`config.mk`:
```
export PLATFORM = sky130hd
export DESIGN_NAME = cartridge_bank_controller_with_rtc
export DESIGN_NICKNAME = d
export VERILOG_FILES = /design/src/rtl/cbc_pkg.sv /design/src/rtl/cbc_rtc.sv /design/src/rtl/cartridge_bank_controller_with_rtc.sv
export SDC_FILE = /design/constraint.sdc
export NUM_CORES = 1
export LEC_CHECK = 0
export BUFFER_PORTS_ARGS = -buffer_cell sky130_fd_sc_hd__buf_4
export CAP_MARGIN = 5
export CORE_MARGIN = 3
export CORE_UTILIZATION = 50
export CTS_BUF_LIST = sky130_fd_sc_hd__clkbuf_16
export DETAILED_ROUTE_END_ITERATION = 12
export GPL_ROUTABILITY_DRIVEN = 0
export PLACE_DENSITY = 0.71
export SETUP_SLACK_MARGIN = 0.4
export SLEW_MARGIN = 20
export SYNTH_ARGS = -nofsm -noshare
export SYNTH_HDL_FRONTEND = slang
export SYNTH_SLANG_ARGS = --single-unit
```
`constraint.sdc`:
```
create_clock -name aclk -period 4.15 [get_ports aclk]
set_clock_uncertainty 0.15 [all_clocks]
set_input_delay 0.2075 -clock aclk [delete_from_list [all_inputs] [get_ports aclk]]
set_output_delay 0.2075 -clock aclk [all_outputs]
set_load 0.05 [all_outputs]
```
`src/rtl/cbc_pkg.sv`:
```
`timescale 1ns / 1ps

package cbc_pkg;

    typedef enum logic [1:0] {
        OP_WRITE = 2'd0,
        OP_READ  = 2'd1,
        OP_TICK  = 2'd2
    } op_t;

    // address bits [15:13] select the bus window
    localparam logic [2:0] WIN_RAM_ENABLE = 3'd0;
    localparam logic [2:0] WIN_ROM_BANK   = 3'd1;
    localparam logic [2:0] WIN_RAM_BANK   = 3'd2;
    localparam logic [2:0] WIN_LATCH      = 3'd3;
    localparam logic [2:0] WIN_EXT_RAM    = 3'd5;

    localparam logic [7:0] RAM_ENABLE_KEY  = 8'hA0;
    localparam logic [7:0] RAM_DISABLE_KEY = 8'h00;
    localparam logic [7:0] LATCH_ARM_KEY   = 8'h00;
    localparam logic [7:0] LATCH_FIRE_KEY  = 8'h01;
    localparam logic [7:0] ROM_LIMIT_RESET = 8'd128;

    localparam logic [3:0] RTC_SECONDS = 4'h8;
    localparam logic [3:0] RTC_MINUTES = 4'h9;
    localparam logic [3:0] RTC_HOURS   = 4'hA;
    localparam logic [3:0] RTC_DAY_LOW = 4'hB;
    localparam logic [3:0] RTC_CONTROL = 4'hC;

    localparam logic [5:0] SECONDS_LAST = 6'd59;
    localparam logic [5:0] MINUTES_LAST = 6'd59;
    localparam logic [4:0] HOURS_LAST   = 5'd23;

    typedef struct packed {
        logic tick;
        logic latch;
    } rtc_ctrl_t;

    typedef struct packed {
        logic [5:0] seconds;
        logic [5:0] minutes;
        logic [4:0] hours;
        logic [7:0] day_low;
    } rtc_time_t;

endpackage

```
`src/rtl/cbc_rtc.sv`:
```
`timescale 1ns / 1ps

module cbc_rtc #(
    parameter int SECONDS_WIDTH = 32
) (
    input  logic               aclk,
    input  logic               aresetn,
    input  cbc_pkg::rtc_ctrl_t ctrl,
    output cbc_pkg::rtc_time_t latched,
    output logic               day_over
);
    import cbc_pkg::*;

    localparam int DAY_W = SECONDS_WIDTH - 16;

    logic [SECONDS_WIDTH-1:0] count_reg, count_next;
    logic [5:0]               sec_reg, sec_next;
    logic [5:0]               min_reg, min_next;
    logic [4:0]               hour_reg, hour_next;
    logic [DAY_W-1:0]         day_reg, day_next;
    rtc_time_t                latched_reg, latched_next;

    // running count kept both in binary (for wrap) and split into time fields
    always_comb begin
        count_next   = count_reg;
        sec_next     = sec_reg;
        min_next     = min_reg;
        hour_next    = hour_reg;
        day_next     = day_reg;
        latched_next = latched_reg;
        if (ctrl.tick) begin
            count_next = count_reg + 1'b1;
            if (&count_reg) begin
                sec_next  = '0;
                min_next  = '0;
                hour_next = '0;
                day_next  = '0;
            end else if (sec_reg != SECONDS_LAST) begin
                sec_next = sec_reg + 1'b1;
            end else begin
                sec_next = '0;
                if (min_reg != MINUTES_LAST) begin
                    min_next = min_reg + 1'b1;
                end else begin
                    min_next = '0;
                    if (hour_reg != HOURS_LAST) begin
                        hour_next = hour_reg + 1'b1;
                    end else begin
                        hour_next = '0;
                        day_next  = day_reg + 1'b1;
                    end
                end
            end
        end
        if (ctrl.latch) begin
            latched_next.seconds = sec_reg;
            latched_next.minutes = min_reg;
            latched_next.hours   = hour_reg;
            latched_next.day_low = day_reg[7:0];
        end
    end

    always_ff @(posedge aclk) begin
        if (!aresetn) begin
            count_reg   <= '0;
            sec_reg     <= '0;
            min_reg     <= '0;
            hour_reg    <= '0;
            day_reg     <= '0;
            latched_reg <= '0;
        end else begin
            count_reg   <= count_next;
            sec_reg     <= sec_next;
            min_reg     <= min_next;
            hour_reg    <= hour_next;
            day_reg     <= day_next;
            latched_reg <= latched_next;
        end
    end

    assign latched  = latched_reg;
    assign day_over = (day_reg >> 8) != '0;

endmodule

```
`src/rtl/cartridge_bank_controller_with_rtc.sv`:
```
`timescale 1ns / 1ps

// channel  direction  handshake          payload
// s_       in         s_valid/s_ready    s_op, s_address, s_write_data
// m_       out        m_valid/m_ready    m_handled, m_read_data, m_rom_bank,
//                                        m_ram_bank, m_ram_enabled, m_bank_error
// cfg_     in         cfg_wr_en          cfg_wr_data (ROM bank limit)
//
// One item per cycle sustained while m_ready is high; an item is held in the input
// register, then the result register, with all decode and register updates between the two.
// aresetn is synchronous and active low and resets all bank and clock state.
// A stalled m_ready holds the result and the input stage; s_ready drops only
// when both stages are full.

module cartridge_bank_controller_with_rtc #(
    parameter int SECONDS_WIDTH = 32
) (
    input  logic        aclk,
    input  logic        aresetn,
    input  logic        cfg_wr_en,
    input  logic [7:0]  cfg_wr_data,
    input  logic        s_valid,
    output logic        s_ready,
    input  logic [1:0]  s_op,
    input  logic [15:0] s_address,
    input  logic [7:0]  s_write_data,
    output logic        m_valid,
    input  logic        m_ready,
    output logic        m_handled,
    output logic [7:0]  m_read_data,
    output logic [6:0]  m_rom_bank,
    output logic [1:0]  m_ram_bank,
    output logic        m_ram_enabled,
    output logic        m_bank_error
);
    import cbc_pkg::*;

    logic [7:0]  rom_limit_reg;

    logic        in_valid_reg;
    logic [1:0]  op_reg;
    logic [15:0] addr_reg;
    logic [7:0]  data_reg;

    logic        ram_en_reg, ram_en_next;
    logic [6:0]  rom_bank_reg, rom_bank_next;
    logic [1:0]  ram_bank_reg, ram_bank_next;
    logic        clk_sel_reg, clk_sel_next;
    logic [3:0]  clk_index_reg, clk_index_next;
    logic        armed_reg, armed_next;
    logic [7:0]  day_ctrl_reg, day_ctrl_next;

    logic        out_valid_reg;
    logic        handled_reg, handled_next;
    logic [7:0]  rdata_reg, rdata_next;
    logic        err_reg, err_next;

    logic        advance;
    logic [2:0]  window;
    logic [3:0]  sel_code;
    rtc_ctrl_t   rtc_ctrl;
    rtc_time_t   rtc_time;
    logic        day_over;

    assign advance = in_valid_reg && (!out_valid_reg || m_ready);
    assign s_ready = !in_valid_reg || advance;
    assign window  = addr_reg[15:13];
    assign sel_code = data_reg[3:0];

    cbc_rtc #(
        .SECONDS_WIDTH(SECONDS_WIDTH)
    ) u_rtc (
        .aclk    (aclk),
        .aresetn (aresetn),
        .ctrl    (rtc_ctrl),
        .latched (rtc_time),
        .day_over(day_over)
    );

    always_comb begin
        ram_en_next    = ram_en_reg;
        rom_bank_next  = rom_bank_reg;
        ram_bank_next  = ram_bank_reg;
        clk_sel_next   = clk_sel_reg;
        clk_index_next = clk_index_reg;
        armed_next     = armed_reg;
        day_ctrl_next  = day_ctrl_reg;
        handled_next   = 1'b0;
        rdata_next     = '0;
        err_next       = 1'b0;
        rtc_ctrl       = '0;
        if (advance) begin
            unique case (op_reg)
                OP_WRITE: begin
                    unique case (window)
                        WIN_RAM_ENABLE: begin
                            if (data_reg == RAM_ENABLE_KEY) begin
                                ram_en_next = 1'b1;
                            end else if (data_reg == RAM_DISABLE_KEY) begin
                                ram_en_next = 1'b0;
                            end
                            handled_next = 1'b1;
                        end
                        WIN_ROM_BANK: begin
                            // zero maps to bank one before the mask
                            rom_bank_next = (data_reg == '0) ? 7'd1 : data_reg[6:0];
                            err_next      = {1'b0, rom_bank_next} >= rom_limit_reg;
                            handled_next  = 1'b1;
                        end
                        WIN_RAM_BANK: begin
                            if (sel_code[3:2] == 2'b00) begin
                                clk_sel_next  = 1'b0;
                                ram_bank_next = sel_code[1:0];
                            end else begin
                                clk_sel_next   = 1'b1;
                                clk_index_next = sel_code;
                            end
                            handled_next = 1'b1;
                        end
                        WIN_LATCH: begin
                            if (clk_sel_reg) begin
                                if (data_reg == LATCH_ARM_KEY && !armed_reg) begin
                                    armed_next = 1'b1;
                                end else if (data_reg == LATCH_FIRE_KEY && armed_reg) begin
                                    armed_next       = 1'b0;
                                    rtc_ctrl.latch   = 1'b1;
                                    day_ctrl_next[0] = day_over;
                                end
                                handled_next = 1'b1;
                            end
                        end
                        WIN_EXT_RAM: begin
                            if (clk_sel_reg) begin
                                if (clk_index_reg == RTC_CONTROL) begin
                                    day_ctrl_next = data_reg;
                                end
                                handled_next = 1'b1;
                            end
                        end
                        default: ;
                    endcase
                end
                OP_READ: begin
                    if (window == WIN_EXT_RAM && clk_sel_reg) begin
                        handled_next = 1'b1;
                        unique case (clk_index_reg)
                            RTC_SECONDS: rdata_next = {2'b00, rtc_time.seconds};
                            RTC_MINUTES: rdata_next = {2'b00, rtc_time.minutes};
                            RTC_HOURS:   rdata_next = {3'b000, rtc_time.hours};
                            RTC_DAY_LOW: rdata_next = rtc_time.day_low;
                            RTC_CONTROL: rdata_next = day_ctrl_reg;
                            default:     rdata_next = '0;
                        endcase
                    end
                end
                OP_TICK: rtc_ctrl.tick = 1'b1;
                default: ;
            endcase
        end
    end

    always_ff @(posedge aclk) begin
        if (!aresetn) begin
            rom_limit_reg <= ROM_LIMIT_RESET;
            in_valid_reg  <= 1'b0;
            out_valid_reg <= 1'b0;
            ram_en_reg    <= 1'b1;
            rom_bank_reg  <= 7'd1;
            ram_bank_reg  <= '0;
            clk_sel_reg   <= 1'b0;
            clk_index_reg <= RTC_SECONDS;
            armed_reg     <= 1'b0;
            day_ctrl_reg  <= '0;
        end else begin
            if (cfg_wr_en) begin
                rom_limit_reg <= cfg_wr_data;
            end
            if (s_ready) begin
                in_valid_reg <= s_valid;
            end
            if (advance) begin
                out_valid_reg <= 1'b1;
            end else if (m_ready) begin
                out_valid_reg <= 1'b0;
            end
            ram_en_reg    <= ram_en_next;
            rom_bank_reg  <= rom_bank_next;
            ram_bank_reg  <= ram_bank_next;
            clk_sel_reg   <= clk_sel_next;
            clk_index_reg <= clk_index_next;
            armed_reg     <= armed_next;
            day_ctrl_reg  <= day_ctrl_next;
        end
    end

    // payload registers
    always_ff @(posedge aclk) begin
        if (s_ready && s_valid) begin
            op_reg   <= s_op;
            addr_reg <= s_address;
            data_reg <= s_write_data;
        end
        if (advance) begin
            handled_reg <= handled_next;
            rdata_reg   <= rdata_next;
            err_reg     <= err_next;
        end
    end

    // bank state only changes on advance, so it tracks the held result
    assign m_valid       = out_valid_reg;
    assign m_handled     = handled_reg;
    assign m_read_data   = rdata_reg;
    assign m_rom_bank    = rom_bank_reg;
    assign m_ram_bank    = ram_bank_reg;
    assign m_ram_enabled = ram_en_reg;
    assign m_bank_error  = err_reg;

endmodule

```
==> run_results.csv <==
group,metric,value,unit
logic_synthesis,yosysTopAreaCell,"dfxtp_1",
grt,grt_max_degree,57,
clock_network,numCtsBuffers,17,
logic_synthesis,synth_fp_nets,798,
logic_synthesis,synth_area_leaders,"dfxtp_1 37%, edfxtp_1 10%, nand2_1 5.8%",
timing,slew_headroom,37.6,%
clock_network,hold_buffers,29,
timing,finalCriticalPeriod,3030,ps
power,power,3.11,mW
timing,hold_viol,0,
logic_synthesis,syn-instance-count,747,
clock_network,root_buffer,"clkbuf_16",
logic_synthesis,yosysSeqAreaShare,47.8,%
grt,track_usage,21.9,%
timing,fin_crit_sh,73.0,%
clock_network,cts_setup_buffers,0,
setup_path,critPathArrivalTime,3230,ps
placement,dp_slack,1170,ps
clock_network,htree_levels,4,
logic_synthesis,synth_fa_ha_area_share,2.26,%
timing,fmax,330,MHz
floorplan,ioPinCount,61,
final_layout,fin_cells,997,
setup_path,cp_max_fo,25,
power,power.density,391,nW/um2
floorplan,initial_core_util,51.8,%
timing,setup_slack,1120,ps
clock_network,post_cts_resized,0,
logic_synthesis,yosysMostFrequentCell,"dfxtp_1",
setup_path,cp-end-kind,"flip-flop",
logic_synthesis,syn_area,6640,um2
min_path,hold_path.class,"primary input to flip-flop",
drt,wire_per_inst,15.6,um
placement,hpwl,10.6,mm
logic_synthesis,ys_top_cells_by_count,"124 x dfxtp_1, 103 x nand2_1, 91 x nor2_1",
clock_network,insertion_delay,420,ps
logic_synthesis,postSynthAreaPerCell,8.89,um2
timing,fin_hold_ws,5.80,ps
logic_synthesis,yosys.area_share.simple,26.6,%
drt,drt_first_pass_iters,5,
clock_network,cts_sinks,147,
grt,grt_pass1_vias,5446,
drt,route.vias.total,5696,
grt,grt_antenna_before_repair,0,
final_layout,area_growth,19.9,%
timing,setup_viol,0,
status,outcome,"finished clean",
final_layout,utilization,62.1,%
setup_path,required,4350,ps
timing,setup-tns-final,0,ps
final_layout,fin_area,7960,um2
logic_synthesis,async_flop_share,0,%
power,worst_ir_drop_vdd,0.000277,V
logic_synthesis,yosys_warnings,0,
floorplan,die_h,121,um
final_layout,final_layout_size_suffix_gt1_share,12.1,%
grt,grt_pass1_wl,25.9,mm
placement,dpl_cell_area,7090,um2
final_layout,nets,862,
timing,tightestPinTransition,934,ps
drt,drtIter0Drc,505,
logic_synthesis,synth_top_area_share,37.4,%
power,power_leakage,2.87,nW
setup_path,worstSetupPathType,"flip-flop to flip-flop",
logic_synthesis,synth_top_family_by_area,"simple AND/OR/NAND/NOR gates",
final_layout,largest_reg_flops,32,
logic_synthesis,synth_compound_area_share,11.9,%
logic_synthesis,ys_seq_elements,147,
job,cap_violations,0,
drt,wirelength,15.5,mm
logic_synthesis,synth_flop_cell,"dfxtp_1",
clock_network,cts-root-to-sink-buffers,2,
placement,placedCellCount,935,
logic_synthesis,synth.distinct_cells,62,
clock_network,cts.clk_slew.worst_paths,60,ps
timing,rsz0062_at_grt,"false",
drt,drc,0,
clock_network,cts_tree,"built",
placement,io_buffer_count,47,
logic_synthesis,synth_edf_count,23,
grt,gr-total-overflow,0,
drt,vias_per_cell,5.71,
floorplan,die_area,14700,um2
logic_synthesis,synthMuxAreaShare,3.56,%
floorplan,rows,41,
floorplan,coreArea,12800,um2
floorplan,die_w,121,um
timing,final-max-slew-violation-count,0,
drt,ant_nets,0,
setup_path,startpoint_type,"flip-flop",
logic_synthesis,synthXorXnorAreaFrac,4.75,%
==> final timing paths <==
check / depth (start not counted) / end / slack, ps / start
worst max-delay path: 6 / u_rtc.latched[4]$_SDFFE_PN0P_ / 1120 / op_reg[1]$_DFFE_PP_
worst min-delay path: 3 / rom_limit_reg[3]$_SDFFE_PN0P_ / 6 / cfg_wr_en
worst max register to register: 6 / u_rtc.latched[4]$_SDFFE_PN0P_ / 1120 / op_reg[1]$_DFFE_PP_
worst min register to register: 2 / armed_reg$_SDFFE_PN0P_ / 300 / armed_reg$_SDFFE_PN0P_
==> worst max-delay path: stages (launching register included) <==
cell and delay [ps]:
edfxtp_1 480, or3_1 440, nor3_2 510, nand3_1 240, nor2_2 750, nand2_1 180
a21oi_1 190
==> cell usage in the layout, fill, tap and decap left out, drive strengths merged, types with 15 or more instances in the layout <==
| cell type | n |
|---|---|
| dfxtp | 124 |
| nand2 | 103 |
| nor2 | 92 |
| a21oi | 63 |
| buf | 51 |
| nand3 | 45 |
| dlygate4sd3 | 29 |
| o21ai | 27 |
| edfxtp | 23 |
| inv | 22 |
| nand4 | 20 |
| xor2 | 19 |
| clkbuf | 19 |
| mux2i | 18 |
| xnor2 | 17 |
| nor4 | 15 |
==> where the power goes <==
part	switching [mW]	internal, mW
logic	0.0809	0.0613
clock network	0.594	0.890
registers	0.0199	1.47
==> routing by layer <==
metal	GRT usage, %	vias to the layer above	share of wire, %	routed length (um)
met5	0	-	0	0
met2	37.7	160	50	7830
met1	26.5	2718	43	6690
met3	4.76	27	4.9	755
met4	8.75	0	1.7	261
li1	-	2791	-	-
==> cell families after synthesis <==
| logic type | Yosys count |
|---|---|
| simple gates | 347 |
| mux | 23 |
| flops | 147 |
| fa+ha+maj | 12 |
| xor+xnor | 36 |
| buf+inv | 50 |
| compound gates | 132 |
==> layout make-up <==
type | instances | area, um2
Antenna cell | 1 | 2.50
Clock buffer | 19 | 475
Clock inverter | 13 | 105
Fill cell | 1081 | 4860
Inverter | 15 | 56.3
Multi-Input combinational cell | 550 | 3260
Sequential cell | 147 | 3170
Tap cell | 172 | 215
Timing Repair Buffer | 80 | 673
Note: power is estimated with default switching activity, not from simulation.
